File: config.mk
export PLATFORM = sky130hd
export DESIGN_NAME = instr_stream_length_decoder
export DESIGN_NICKNAME = d
export VERILOG_FILES = /design/src/sv/isld_pkg.sv /design/src/sv/isld_walker.sv /design/src/sv/isld_out_buf.sv /design/src/sv/instr_stream_length_decoder.sv
export SDC_FILE = /design/constraint.sdc
export NUM_CORES = 1
export LEC_CHECK = 0
export BUFFER_PORTS_ARGS = -buffer_cell sky130_fd_sc_hd__buf_2
export CELL_PAD_IN_SITES_DETAIL_PLACEMENT = 0
export CELL_PAD_IN_SITES_GLOBAL_PLACEMENT = 2
export CORE_MARGIN = 10
export CORE_UTILIZATION = 39
export DETAILED_ROUTE_END_ITERATION = 10
export GPL_TIMING_DRIVEN = 0
export PLACE_DENSITY_LB_ADDON = 0.1
export SKIP_LAST_GASP = 1
export SLEW_MARGIN = 15
export SYNTH_ARGS = -nofsm -noshare
export SYNTH_HDL_FRONTEND = slang
export SYNTH_HIERARCHICAL = 1
export SYNTH_SLANG_ARGS = --single-unit
File: constraint.sdc
create_clock -name clk -period 5.51 [get_ports clk]
set_input_delay 0.551 -clock clk [delete_from_list [all_inputs] [get_ports clk]]
set_output_delay 0.551 -clock clk [all_outputs]
set_load 0.005 [all_outputs]
File: src/sv/isld_pkg.sv
`timescale 1ns / 1ps
// ----------------------------------------------------------------------------
// isld_pkg
// Shared types, constants and the opcode decode table for the instruction
// stream length decoder.
// ----------------------------------------------------------------------------
package isld_pkg;

  localparam int PAGE_BYTES = 256;
  localparam int PAGE_BITS  = $clog2(PAGE_BYTES);

  localparam logic [7:0] OP_BRK = 8'h00;
  localparam logic [5:0] MN_BRK = 6'd10;

  typedef enum logic [3:0] {
    AM_ACC  = 4'd0,
    AM_ABS  = 4'd1,
    AM_ABSX = 4'd2,
    AM_ABSY = 4'd3,
    AM_IMM  = 4'd4,
    AM_IMPL = 4'd5,
    AM_IND  = 4'd6,
    AM_INDX = 4'd7,
    AM_INDY = 4'd8,
    AM_REL  = 4'd9,
    AM_ZPG  = 4'd10,
    AM_ZPGX = 4'd11,
    AM_ZPGY = 4'd12
  } addr_mode_t;

  typedef enum logic [1:0] {
    ST_OK       = 2'd0,
    ST_UNDEF    = 2'd1,
    ST_PAST_TOP = 2'd2,
    ST_BRK_END  = 2'd3
  } status_t;

  typedef struct packed {
    logic       valid;
    logic [5:0] mn;
    addr_mode_t mode;
  } op_info_t;

  typedef struct packed {
    logic [15:0] instr_addr;
    logic [7:0]  opcode;
    logic [5:0]  mnemonic_code;
    addr_mode_t  addr_mode;
    logic [15:0] operand;
    logic [1:0]  instr_len;
    status_t     status;
  } isld_rec_t;

  typedef struct packed {
    logic      valid;
    isld_rec_t rec;
  } isld_push_t;

  function automatic logic [1:0] mode_len(input addr_mode_t m);
    logic [1:0] l;
    case (m)
      AM_ACC, AM_IMPL:                       l = 2'd1;
      AM_ABS, AM_ABSX, AM_ABSY, AM_IND:      l = 2'd3;
      default:                               l = 2'd2;
    endcase
    return l;
  endfunction

  function automatic op_info_t mk(input logic [5:0] mn, input addr_mode_t m);
    op_info_t e;
    e.valid = 1'b1;
    e.mn    = mn;
    e.mode  = m;
    return e;
  endfunction

  function automatic op_info_t op_lookup(input logic [7:0] op);
    op_info_t e;
    case (op)
      8'h00: e = mk(6'd10, AM_IMPL);  8'h01: e = mk(6'd34, AM_INDX);
      8'h05: e = mk(6'd34, AM_ZPG);   8'h06: e = mk(6'd2,  AM_ZPG);
      8'h08: e = mk(6'd36, AM_IMPL);  8'h09: e = mk(6'd34, AM_IMM);
      8'h0A: e = mk(6'd2,  AM_ACC);   8'h0D: e = mk(6'd34, AM_ABS);
      8'h0E: e = mk(6'd2,  AM_ABS);
      8'h10: e = mk(6'd9,  AM_REL);   8'h11: e = mk(6'd34, AM_INDY);
      8'h15: e = mk(6'd34, AM_ZPGX);  8'h16: e = mk(6'd2,  AM_ZPGX);
      8'h18: e = mk(6'd13, AM_IMPL);  8'h19: e = mk(6'd34, AM_ABSY);
      8'h1D: e = mk(6'd34, AM_ABSX);  8'h1E: e = mk(6'd2,  AM_ABSX);
      8'h20: e = mk(6'd28, AM_ABS);   8'h21: e = mk(6'd1,  AM_INDX);
      8'h24: e = mk(6'd6,  AM_ZPG);   8'h25: e = mk(6'd1,  AM_ZPG);
      8'h26: e = mk(6'd39, AM_ZPG);   8'h28: e = mk(6'd38, AM_IMPL);
      8'h29: e = mk(6'd1,  AM_IMM);   8'h2A: e = mk(6'd39, AM_ACC);
      8'h2C: e = mk(6'd6,  AM_ABS);   8'h2D: e = mk(6'd1,  AM_ABS);
      8'h2E: e = mk(6'd39, AM_ABS);
      8'h30: e = mk(6'd7,  AM_REL);   8'h31: e = mk(6'd1,  AM_INDY);
      8'h35: e = mk(6'd1,  AM_ZPGX);  8'h36: e = mk(6'd39, AM_ZPGX);
      8'h38: e = mk(6'd44, AM_IMPL);  8'h39: e = mk(6'd1,  AM_ABSY);
      8'h3D: e = mk(6'd1,  AM_ABSX);  8'h3E: e = mk(6'd39, AM_ABSX);
      8'h40: e = mk(6'd41, AM_IMPL);  8'h41: e = mk(6'd23, AM_INDX);
      8'h45: e = mk(6'd23, AM_ZPG);   8'h46: e = mk(6'd32, AM_ZPG);
      8'h48: e = mk(6'd35, AM_IMPL);  8'h49: e = mk(6'd23, AM_IMM);
      8'h4A: e = mk(6'd32, AM_ACC);   8'h4C: e = mk(6'd27, AM_ABS);
      8'h4D: e = mk(6'd23, AM_ABS);   8'h4E: e = mk(6'd32, AM_ABS);
      8'h50: e = mk(6'd11, AM_REL);   8'h51: e = mk(6'd23, AM_INDY);
      8'h55: e = mk(6'd23, AM_ZPGX);  8'h56: e = mk(6'd32, AM_ZPGX);
      8'h58: e = mk(6'd15, AM_IMPL);  8'h59: e = mk(6'd23, AM_ABSY);
      8'h5D: e = mk(6'd23, AM_ABSX);  8'h5E: e = mk(6'd32, AM_ABSX);
      8'h60: e = mk(6'd42, AM_IMPL);  8'h61: e = mk(6'd0,  AM_INDX);
      8'h65: e = mk(6'd0,  AM_ZPG);   8'h66: e = mk(6'd40, AM_ZPG);
      8'h68: e = mk(6'd37, AM_IMPL);  8'h69: e = mk(6'd0,  AM_IMM);
      8'h6A: e = mk(6'd40, AM_ACC);   8'h6C: e = mk(6'd27, AM_IND);
      8'h6D: e = mk(6'd0,  AM_ABS);   8'h6E: e = mk(6'd40, AM_ABS);
      8'h70: e = mk(6'd12, AM_REL);   8'h71: e = mk(6'd0,  AM_INDY);
      8'h75: e = mk(6'd0,  AM_ZPGX);  8'h76: e = mk(6'd40, AM_ZPGX);
      8'h78: e = mk(6'd46, AM_IMPL);  8'h79: e = mk(6'd0,  AM_ABSY);
      8'h7D: e = mk(6'd0,  AM_ABSX);  8'h7E: e = mk(6'd40, AM_ABSX);
      8'h81: e = mk(6'd47, AM_INDX);  8'h84: e = mk(6'd49, AM_ZPG);
      8'h85: e = mk(6'd47, AM_ZPG);   8'h86: e = mk(6'd48, AM_ZPG);
      8'h88: e = mk(6'd22, AM_IMPL);  8'h8A: e = mk(6'd53, AM_IMPL);
      8'h8C: e = mk(6'd49, AM_ABS);   8'h8D: e = mk(6'd47, AM_ABS);
      8'h8E: e = mk(6'd48, AM_ABS);
      8'h90: e = mk(6'd3,  AM_REL);   8'h91: e = mk(6'd47, AM_INDY);
      8'h94: e = mk(6'd49, AM_ZPGX);  8'h95: e = mk(6'd47, AM_ZPGX);
      8'h96: e = mk(6'd48, AM_ZPGY);  8'h98: e = mk(6'd55, AM_IMPL);
      8'h99: e = mk(6'd47, AM_ABSY);  8'h9A: e = mk(6'd54, AM_IMPL);
      8'h9D: e = mk(6'd47, AM_ABSX);
      8'hA0: e = mk(6'd31, AM_IMM);   8'hA1: e = mk(6'd29, AM_INDX);
      8'hA2: e = mk(6'd30, AM_IMM);   8'hA4: e = mk(6'd31, AM_ZPG);
      8'hA5: e = mk(6'd29, AM_ZPG);   8'hA6: e = mk(6'd30, AM_ZPG);
      8'hA8: e = mk(6'd51, AM_IMPL);  8'hA9: e = mk(6'd29, AM_IMM);
      8'hAA: e = mk(6'd50, AM_IMPL);  8'hAC: e = mk(6'd31, AM_ABS);
      8'hAD: e = mk(6'd29, AM_ABS);   8'hAE: e = mk(6'd30, AM_ABS);
      8'hB0: e = mk(6'd4,  AM_REL);   8'hB1: e = mk(6'd29, AM_INDY);
      8'hB4: e = mk(6'd31, AM_ZPGX);  8'hB5: e = mk(6'd29, AM_ZPGX);
      8'hB6: e = mk(6'd30, AM_ZPGY);  8'hB8: e = mk(6'd16, AM_IMPL);
      8'hB9: e = mk(6'd29, AM_ABSY);  8'hBA: e = mk(6'd52, AM_IMPL);
      8'hBC: e = mk(6'd31, AM_ABSX);  8'hBD: e = mk(6'd29, AM_ABSX);
      8'hBE: e = mk(6'd30, AM_ABSY);
      8'hC0: e = mk(6'd19, AM_IMM);   8'hC1: e = mk(6'd17, AM_INDX);
      8'hC4: e = mk(6'd19, AM_ZPG);   8'hC5: e = mk(6'd17, AM_ZPG);
      8'hC6: e = mk(6'd20, AM_ZPG);   8'hC8: e = mk(6'd26, AM_IMPL);
      8'hC9: e = mk(6'd17, AM_IMM);   8'hCA: e = mk(6'd21, AM_IMPL);
      8'hCC: e = mk(6'd19, AM_ABS);   8'hCD: e = mk(6'd17, AM_ABS);
      8'hCE: e = mk(6'd20, AM_ABS);
      8'hD0: e = mk(6'd8,  AM_REL);   8'hD1: e = mk(6'd17, AM_INDY);
      8'hD5: e = mk(6'd17, AM_ZPGX);  8'hD6: e = mk(6'd20, AM_ZPGX);
      8'hD8: e = mk(6'd14, AM_IMPL);  8'hD9: e = mk(6'd17, AM_ABSY);
      8'hDD: e = mk(6'd17, AM_ABSX);  8'hDE: e = mk(6'd20, AM_ABSX);
      8'hE0: e = mk(6'd18, AM_IMM);   8'hE1: e = mk(6'd43, AM_INDX);
      8'hE4: e = mk(6'd18, AM_ZPG);   8'hE5: e = mk(6'd43, AM_ZPG);
      8'hE6: e = mk(6'd24, AM_ZPG);   8'hE8: e = mk(6'd25, AM_IMPL);
      8'hE9: e = mk(6'd43, AM_IMM);   8'hEA: e = mk(6'd33, AM_IMPL);
      8'hEC: e = mk(6'd18, AM_ABS);   8'hED: e = mk(6'd43, AM_ABS);
      8'hEE: e = mk(6'd24, AM_ABS);
      8'hF0: e = mk(6'd5,  AM_REL);   8'hF1: e = mk(6'd43, AM_INDY);
      8'hF5: e = mk(6'd43, AM_ZPGX);  8'hF6: e = mk(6'd24, AM_ZPGX);
      8'hF8: e = mk(6'd45, AM_IMPL);  8'hF9: e = mk(6'd43, AM_ABSY);
      8'hFD: e = mk(6'd43, AM_ABSX);  8'hFE: e = mk(6'd24, AM_ABSX);
      default: begin
        e.valid = 1'b0;
        e.mn    = 6'd0;
        e.mode  = AM_ACC;
      end
    endcase
    return e;
  endfunction

endpackage

File: src/sv/isld_walker.sv
`timescale 1ns / 1ps
// ----------------------------------------------------------------------------
// isld_walker
// Tracks instruction boundaries, decodes opcodes, gathers operand bytes and
// forms one record per finished instruction or stop.
// ----------------------------------------------------------------------------
module isld_walker import isld_pkg::*; (
  input  logic        clk,
  input  logic        rst,
  input  logic        fire,
  input  logic [7:0]  data_byte,
  input  logic [15:0] byte_addr,
  input  logic        restart,
  input  logic [15:0] memory_top,
  output isld_push_t  push
);

  logic        halted, halted_next;
  logic [1:0]  bytes_left, bytes_left_next;
  logic [15:0] cur_addr, cur_addr_next;
  logic [7:0]  cur_opcode, cur_opcode_next;
  logic [5:0]  cur_mn, cur_mn_next;
  addr_mode_t  cur_mode, cur_mode_next;
  logic [7:0]  operand_low, operand_low_next;

  op_info_t    info;
  logic [1:0]  len;
  logic [1:0]  cur_len;
  logic [1:0]  bl_eff;
  logic        running;

  assign info    = op_lookup(data_byte);
  assign len     = mode_len(info.mode);
  assign cur_len = mode_len(cur_mode);
  assign running = restart | ~halted;
  assign bl_eff  = restart ? 2'd0 : bytes_left;

  always_comb begin
    halted_next      = halted;
    bytes_left_next  = bytes_left;
    cur_addr_next    = cur_addr;
    cur_opcode_next  = cur_opcode;
    cur_mn_next      = cur_mn;
    cur_mode_next    = cur_mode;
    operand_low_next = operand_low;
    push.valid       = 1'b0;
    push.rec         = '{instr_addr: byte_addr, opcode: data_byte,
                         mnemonic_code: info.mn, addr_mode: info.mode,
                         operand: 16'd0, instr_len: 2'd0, status: ST_OK};
    if (fire && running) begin
      halted_next     = 1'b0;
      bytes_left_next = bl_eff;
      if (bl_eff == 2'd0) begin
        if (!info.valid) begin
          push.valid                 = 1'b1;
          push.rec.mnemonic_code     = 6'd0;
          push.rec.addr_mode         = AM_ACC;
          push.rec.status            = ST_UNDEF;
          halted_next                = 1'b1;
        end else if (data_byte == OP_BRK && (&byte_addr[PAGE_BITS-1:0])) begin
          push.valid                 = 1'b1;
          push.rec.mnemonic_code     = MN_BRK;
          push.rec.addr_mode         = AM_IMPL;
          push.rec.status            = ST_BRK_END;
          halted_next                = 1'b1;
        end else if (byte_addr > memory_top) begin
          push.valid                 = 1'b1;
          push.rec.status            = ST_PAST_TOP;
          halted_next                = 1'b1;
        end else if (len == 2'd1) begin
          push.valid                 = 1'b1;
          push.rec.instr_len         = 2'd1;
        end else begin
          cur_addr_next    = byte_addr;
          cur_opcode_next  = data_byte;
          cur_mn_next      = info.mn;
          cur_mode_next    = info.mode;
          operand_low_next = 8'd0;
          bytes_left_next  = len - 2'd1;
        end
      end else if (bl_eff == 2'd2) begin
        operand_low_next = data_byte;
        bytes_left_next  = 2'd1;
      end else begin
        bytes_left_next        = 2'd0;
        push.valid             = 1'b1;
        push.rec.instr_addr    = cur_addr;
        push.rec.opcode        = cur_opcode;
        push.rec.mnemonic_code = cur_mn;
        push.rec.addr_mode     = cur_mode;
        push.rec.instr_len     = cur_len;
        push.rec.operand       = (cur_len == 2'd3) ? {data_byte, operand_low}
                                                    : {8'd0, data_byte};
      end
    end
  end

  always_ff @(posedge clk) begin
    if (rst) begin
      halted     <= 1'b1;
      bytes_left <= 2'd0;
    end else begin
      halted     <= halted_next;
      bytes_left <= bytes_left_next;
    end
  end

  always_ff @(posedge clk) begin
    cur_addr    <= cur_addr_next;
    cur_opcode  <= cur_opcode_next;
    cur_mn      <= cur_mn_next;
    cur_mode    <= cur_mode_next;
    operand_low <= operand_low_next;
  end

  // records come only from accepted bytes
  a_push_on_fire: assert property (@(posedge clk) disable iff (rst)
    push.valid |-> fire)
    else $error("record without transfer");

  // a halted walker with no restart stays silent
  a_halted_quiet: assert property (@(posedge clk) disable iff (rst)
    (halted && !restart) |-> !push.valid)
    else $error("record while halted");

  // operand count never reaches three
  a_bytes_left: assert property (@(posedge clk) disable iff (rst)
    bytes_left != 2'd3)
    else $error("bad operand count");

endmodule

File: src/sv/isld_out_buf.sv
`timescale 1ns / 1ps
// ----------------------------------------------------------------------------
// isld_out_buf
// Two-entry result buffer; keeps input ready a registered function of fill.
// ----------------------------------------------------------------------------
module isld_out_buf import isld_pkg::*; (
  input  logic       clk,
  input  logic       rst,
  input  isld_push_t push,
  output logic       can_take,
  output logic       out_valid,
  input  logic       out_ready,
  output isld_rec_t  out_rec
);

  isld_rec_t  entry [2];
  logic       head, head_next;
  logic       tail, tail_next;
  logic [1:0] count, count_next;
  logic       pop;

  assign can_take  = (count != 2'd2);
  assign out_valid = (count != 2'd0);
  assign out_rec   = entry[head];
  assign pop       = out_valid & out_ready;

  always_comb begin
    head_next  = head ^ pop;
    tail_next  = tail ^ push.valid;
    count_next = count + {1'b0, push.valid} - {1'b0, pop};
  end

  always_ff @(posedge clk) begin
    if (rst) begin
      head  <= 1'b0;
      tail  <= 1'b0;
      count <= 2'd0;
    end else begin
      head  <= head_next;
      tail  <= tail_next;
      count <= count_next;
    end
  end

  always_ff @(posedge clk) begin
    if (push.valid) begin
      entry[tail] <= push.rec;
    end
  end

  a_no_overflow: assert property (@(posedge clk) disable iff (rst)
    push.valid |-> can_take)
    else $error("push into full buffer");

  a_fill_range: assert property (@(posedge clk) disable iff (rst)
    count != 2'd3)
    else $error("fill count out of range");

  a_pop_drains: assert property (@(posedge clk) disable iff (rst)
    (pop && !push.valid) |=> (count == $past(count) - 2'd1))
    else $error("pop did not drain");

endmodule

File: src/sv/instr_stream_length_decoder.sv
`timescale 1ns / 1ps
// ----------------------------------------------------------------------------
// instr_stream_length_decoder
// Walks a program byte stream, decodes opcodes and emits instruction records.
// ----------------------------------------------------------------------------
// A record is written to the result buffer when the byte that completes it is taken.
// Throughput: one byte per cycle while the buffer is not full; the two-entry
//   result buffer decouples input ready from output ready.
// Reset: walker halted waiting for restart, buffer empty, memory_top 0xFFFF.
// ----------------------------------------------------------------------------
module instr_stream_length_decoder import isld_pkg::*; (
  input  logic        clk,
  input  logic        rst,
  input  logic        s_tvalid,
  output logic        s_tready,
  input  logic [23:0] s_tdata,   // data_byte[7:0], byte_addr[23:8]
  input  logic        s_tuser,   // restart
  output logic        m_tvalid,
  input  logic        m_tready,
  output logic [55:0] m_tdata,   // instr_addr, opcode, mnemonic_code,
                                 // addr_mode, operand, instr_len, zero pad
  output logic [1:0]  m_tuser,   // status
  input  logic        cfg_valid,
  output logic        cfg_ready,
  input  logic [15:0] cfg_data   // memory_top
);

  logic [15:0] memory_top;
  isld_push_t  push;
  isld_rec_t   rec;
  logic        fire;

  assign cfg_ready = 1'b1;
  assign fire      = s_tvalid & s_tready;

  always_ff @(posedge clk) begin
    if (rst) begin
      memory_top <= 16'hFFFF;
    end else if (cfg_valid) begin
      memory_top <= cfg_data;
    end
  end

  isld_walker u_walker (
    .clk        (clk),
    .rst        (rst),
    .fire       (fire),
    .data_byte  (s_tdata[7:0]),
    .byte_addr  (s_tdata[23:8]),
    .restart    (s_tuser),
    .memory_top (memory_top),
    .push       (push)
  );

  isld_out_buf u_out_buf (
    .clk       (clk),
    .rst       (rst),
    .push      (push),
    .can_take  (s_tready),
    .out_valid (m_tvalid),
    .out_ready (m_tready),
    .out_rec   (rec)
  );

  assign m_tdata = {4'd0, rec.instr_len, rec.operand, rec.addr_mode,
                    rec.mnemonic_code, rec.opcode, rec.instr_addr};
  assign m_tuser = rec.status;

endmodule
# Word-level counts from Yosys, hierarchy flattened
# Memory sizes are Yosys's and may differ from the RTL's. A register that Yosys moved wholly into a read port is not among the register bits.
# Index checks and enable logic that the tools add are counted.
[word_totals]
reg_bits = 65
input_bits = 46
ramBits = 108
elab_cells = 103
memories = 2
output_inout_bits = 61
mem_bits_ro = 2816
[memory_table]
columns = ["name", "depth", "word_bits", "read_ports", "rd_ports_with_merged_regs", "write_ports", "line_no", "rtl"]
rows = [
  ["(no name shown)", 256, 11, 1, 0, 0, "isld_pkg.sv:79", "case (op)"],
  ["u_out_buf.entry", 2, 54, 1, 1, 1, "isld_out_buf.sv:16", "isld_rec_t entry [2];"],
]
[op_classes]
n_mux = 44
eq_ne = 18
addsub = 3
n_lt_le_gt_ge = 1
reduce_logical = 15
bitwise = 9
[op_table]
columns = ["cell", "count"]
rows = [
  ["55-bit 2-to-1 mux", 1],
  ["53-bit 2-to-1 mux", 1],
  ["8-bit 2-to-1 mux", 6],
  ["16-bit 2-to-1 mux", 2],
  ["10-bit 2-to-1 mux", 3],
  ["2-bit 2-to-1 mux", 14],
  ["24-bit 2-to-1 mux", 1],
  ["4-bit by 2-bit == test with 1-bit output, second input constant", 4],
  ["4-bit by 3-bit == test with 1-bit output, second input constant", 4],
  ["16-bit > comparator", 1],
  ["1-bit 2-to-1 mux", 14],
  ["6-bit AND reduction", 2],
  ["4-bit by 1-bit == test with 1-bit output, second input constant", 2],
  ["4-bit zero test", 2],
  ["8-bit zero test", 1],
  ["2-bit inequality test, second input constant", 4],
  ["2-bit one-hot mux with 2 select lines", 2],
  ["8-bit AND reduction", 1],
  ["4-bit OR reduction", 2],
  ["2-bit == test, second input constant", 2],
  ["1-bit NOT", 4],
  ["2-bit nonzero test", 2],
  ["2-bit OR reduction", 2],
  ["2-bit by 1-bit adder with 2-bit output", 1],
  ["other kinds (9)", 12],
]

# Depth between registers and ports, before layout
# An unclocked memory read counts as a cell.
[depth]
word_depth = 13
ltp_mapped = 14

# Modules after synthesis
# The synthesis kept the hierarchy.
[modules_own_cells]
columns = ["mod", "instances", "cells_each", "seq_area_each_um2", "area_each_um2"]
rows = [
  ["isld_walker", 1, 559, 1321.3, 4425.5],
  ["isld_out_buf", 1, 189, 3323.2, 4129.0],
  ["instr_stream_length_decoder", 1, 61, 320.3, 650.6],
]

# Worst setup path after synthesis
# Ideal clock, no wire load.
[synth_timing]
kind = "input to register"
start = "in s_tdata[0]"
end = "mem u_out_buf/entry[0][0] in the netlist's numbering (enable)"
arrival_ns = 3.921
required_time_ns = 5.093
stages = 12
path_slack_ns = 1.171
n_path_buf = 2
cell_sequence = "buf_2 > inv_1 > ha_1 > clkbuf_1 > nor2b_1 > nand2_1 > or4_1 > inv_1 > nor2_1 > o211ai_1 > and2_1 > ha_1"
[synth_rtl]
columns = ["element", "line_no", "rtl"]
rows = [
  ["start, declared", "instr_stream_length_decoder.sv:16", "input logic [23:0] s_tdata,"],
  ["end, declared", "isld_out_buf.sv:16", ""],
]

==> flow_summary.yaml <==
clock_network:
  htreeDepth: 4
  clk_pin_slew_worst_paths_ns: 0.07
  cts_buffers: 17
  clock_latency_ns: 0.42
  holdBufCountCts: 0
  clockBufferDepth: 2
  numClockSinks: 173
  cts_tree: "done"
  root_buffer: "clkbuf_16"
  cts_resized: 0
  cts_setup_buffers: 0
sta:
  whs_ns: 0.334
  grt_setup_unrepaired: "no"
  worst_pin_slew_ns: 0.936
  setup_viol: 0
  fin_skew_ns: 0.0144
  slew_headroom: 0.371
  finalHoldViolCount: 0
  period_share: 0.806
  worst_slack_ns: 1.07
  drv_slew: 0
  fmax_mhz: 225
  timing.final.crit_period_ns: 4.44
  tns_ns: 0
worst_setup_path:
  cp_num_buf_inv: 5
  cp.required_ns: 5.55
  worstSetupPathType: "in2reg"
  cp-start-kind: "input port"
  cp-end-kind: "flop"
  slowest_stage: "ha_4"
  crit_cells: 13
  crit_chain: "buf_2 -> buf_2 -> inv_1 -> ha_1 -> clkbuf_1 -> nor2b_1 -> nand2_1 -> or4_1 -> inv_1 -> nor2_1 -> o211ai_1 -> and2_1 -> ha_4"
  crit_arrival_ns: 4.48
  worst_path_largest_cell_delay_ns: 0.75
  cp_top_family: "simple AND/OR/NAND/NOR gates"
  crit_fanout: 54
  r2r_cells: 10
synth:
  synth_area_um2: 9210
  synth_top_cells_by_count: "edfxtp_1, nand2_1, nor2_1"
  ys_seq_area_frac: 0.539
  synth.distinct_cells: 80
  ys_ff_latch: 173
  synth_area_leader_cell: "edfxtp_1"
  ys.flop_type: "edfxtp_1"
  synth_edf_count: 150
  async_flop_share: 0
  syn_avg_cell_area_um2: 11.4
  synth_top_area_frac: 0.489
  yosysMostFrequentCell: "edfxtp_1"
  synthCells: 809
  synth_area_leaders: "edfxtp_1, mux2_2, dfxtp_1"
  ys_warn_count: 6
routing:
  drt-pass1-iter-count: 5
  post_drt_via_cell_ratio: 5.45
  drc_errors: 0
  ant_nets: 0
  wire_per_inst_um: 21.8
  drtIter0Drc: 429
  wl_um: 27600
  via_count: 6893
placed_design:
  dp.cells: 1233
  pre_cts_ws_ns: 0.617
  gp_congestion: 0.893
  io_buffers: 101
  hpwl_um: 20100
global_route:
  met1_usage: 0.235
  use_met3: 0.0403
  grt_max_degree: 55
  grt_antenna_before_repair: 0
  grtUsageMet2: 0.286
  grt_overflow: 0
  grt_pass1_wl_um: 42300
  gr-max-usage-layer: "met2"
  track_usage: 0.180
  grt_pass1_vias: 7096
final_layout:
  stdcell_count: 1265
  drive_gt1_frac: 0.264
  antenna_cells: 0
  synthToLayoutAreaGrowth_pct: 16.8
  fin_util: 0.461
  final_nets: 1003
power:
  power_leakage_nw: 4.12
  ir_worst_vdd_mv: 0.188
  p_per_area_nw_per_um2: 337
job:
  maxCapViolCount: 0
status:
  outcome: "finished, final reports clean"
floorplanning:
  core_area_um2: 23300
  die_height_um: 174
  io_pins: 107
  start_util: 0.395
  die-area_um2: 30100
  rows: 56
  die_w_um: 174
hold_path:
  holdPathStages: 2
  min_path_type: "in2reg"
[cells by family (layout without fill, tap and decap cells)]
| group | count (synthesis) | in the layout | synth area share |
|---|---|---|---|
| other | 2 | 5 | 0.000816 |
| muxes | 73 | 73 | 0.0913 |
| and+or+nand+nor | 244 | 244 | 0.126 |
| DFF | 173 | 173 | 0.539 |
| AOI/OAI and AO/OA | 186 | 186 | 0.145 |
| adders and majority gates | 24 | 24 | 0.0326 |
| xor gates and xnor gates | 6 | 6 | 0.00802 |
| buffers and inverters | 101 | 235 | 0.0575 |
[cell usage in the layout (no fill, tap or decap), drive strengths merged, types with 3 or more instances in the layout]
master / Yosys / layout
o311ai: 3 / 3
nand4: 4 / 4
and3: 8 / 8
a21boi: 5 / 5
conb: 2 / 5
nand2b: 6 / 6
a211oi: 8 / 8
mux2: 58 / 58
clkinv: 2 / 4
a31oi: 8 / 8
or2: 3 / 3
a221oi: 6 / 6
a32oi: 3 / 3
a22o: 4 / 4
dfxtp: 23 / 23
a21oi: 35 / 35
edfxtp: 150 / 150
o221ai: 4 / 4
or4: 3 / 3
mux2i: 12 / 12
o31ai: 3 / 3
clkbuf: 26 / 46
xor2: 4 / 4
o21ai: 39 / 39
nor2: 60 / 60
buf: 37 / 139
o211ai: 11 / 11
nand3: 5 / 5
a221o: 3 / 3
a211o: 19 / 19
nand2: 96 / 96
inv: 36 / 45
ha: 24 / 24
nor2b: 31 / 31
mux4: 3 / 3
o22ai: 4 / 4
and2: 4 / 4
nor3: 15 / 15
a21o: 4 / 4
[metal layers]
metal	vias up	routed length [µm]	part of all wire
met3	55	1570	0.057
met1	3358	12400	0.45
met4	0	952	0.035
li1	3244	-	-
met2	236	12600	0.46
met5	-	0	0
[cell type report]
type | count | area, µm²
fill | 2204 | 12600
sequential | 173 | 4960
multi-input combinational | 538 | 3750
timing repair buffer | 102 | 526
clock buffer | 20 | 458
tap | 319 | 399
buffer | 63 | 387
inverter | 38 | 143
clock inverter | 12 | 116
[report_power, final]
part / leakage [nW] / total [mW] / switching [mW] / internal [mW]
Sequential: 1.58 / 1.60 / 0.0348 / 1.56
Combinational: 2.26 / 0.858 / 0.474 / 0.383
Clock: 0.282 / 1.17 / 0.541 / 0.627
[registers in the layout, summed over array words and instances, names as in the netlist]
register              count
u_out_buf/entry         108
memory_top               16
u_walker/cur_addr        16
u_walker/cur_opcode       8
u_walker/operand_low      8
u_walker/cur_mn           6
u_walker/cur_mode         4
u_out_buf/count           2
u_walker/bytes_left       2
u_out_buf/head            1
u_out_buf/tail            1
u_walker/halted           1
[final timing paths]
path,slack [ns],startpoint,to
setup / recovery,1.07,s_tdata[0],u_out_buf/entry[0][29]$_DFFE_PP_
setup reg to reg,1.77,memory_top[15]$_SDFFE_PP1P_,u_out_buf/entry[0][29]$_DFFE_PP_
hold reg to reg,0.48,u_walker/bytes_left[1]$_SDFFE_PP0P_,u_walker/bytes_left[1]$_SDFFE_PP0P_
hold / removal,0.33,cfg_data[0],memory_top[0]$_SDFFE_PP1P_
[per-stage QoR]
stage / power [mW] / cell area [µm²]
after CTS: 3.67 / 10700
after global routing: 3.81 / 10700
after detailed placement: 2.49 / 10200
final: 3.62 / 10700
after global placement: 2.47 / 10100
after floorplan: 2.15 / 9220
No activity file was read; power rests on OpenSTA's default activity.
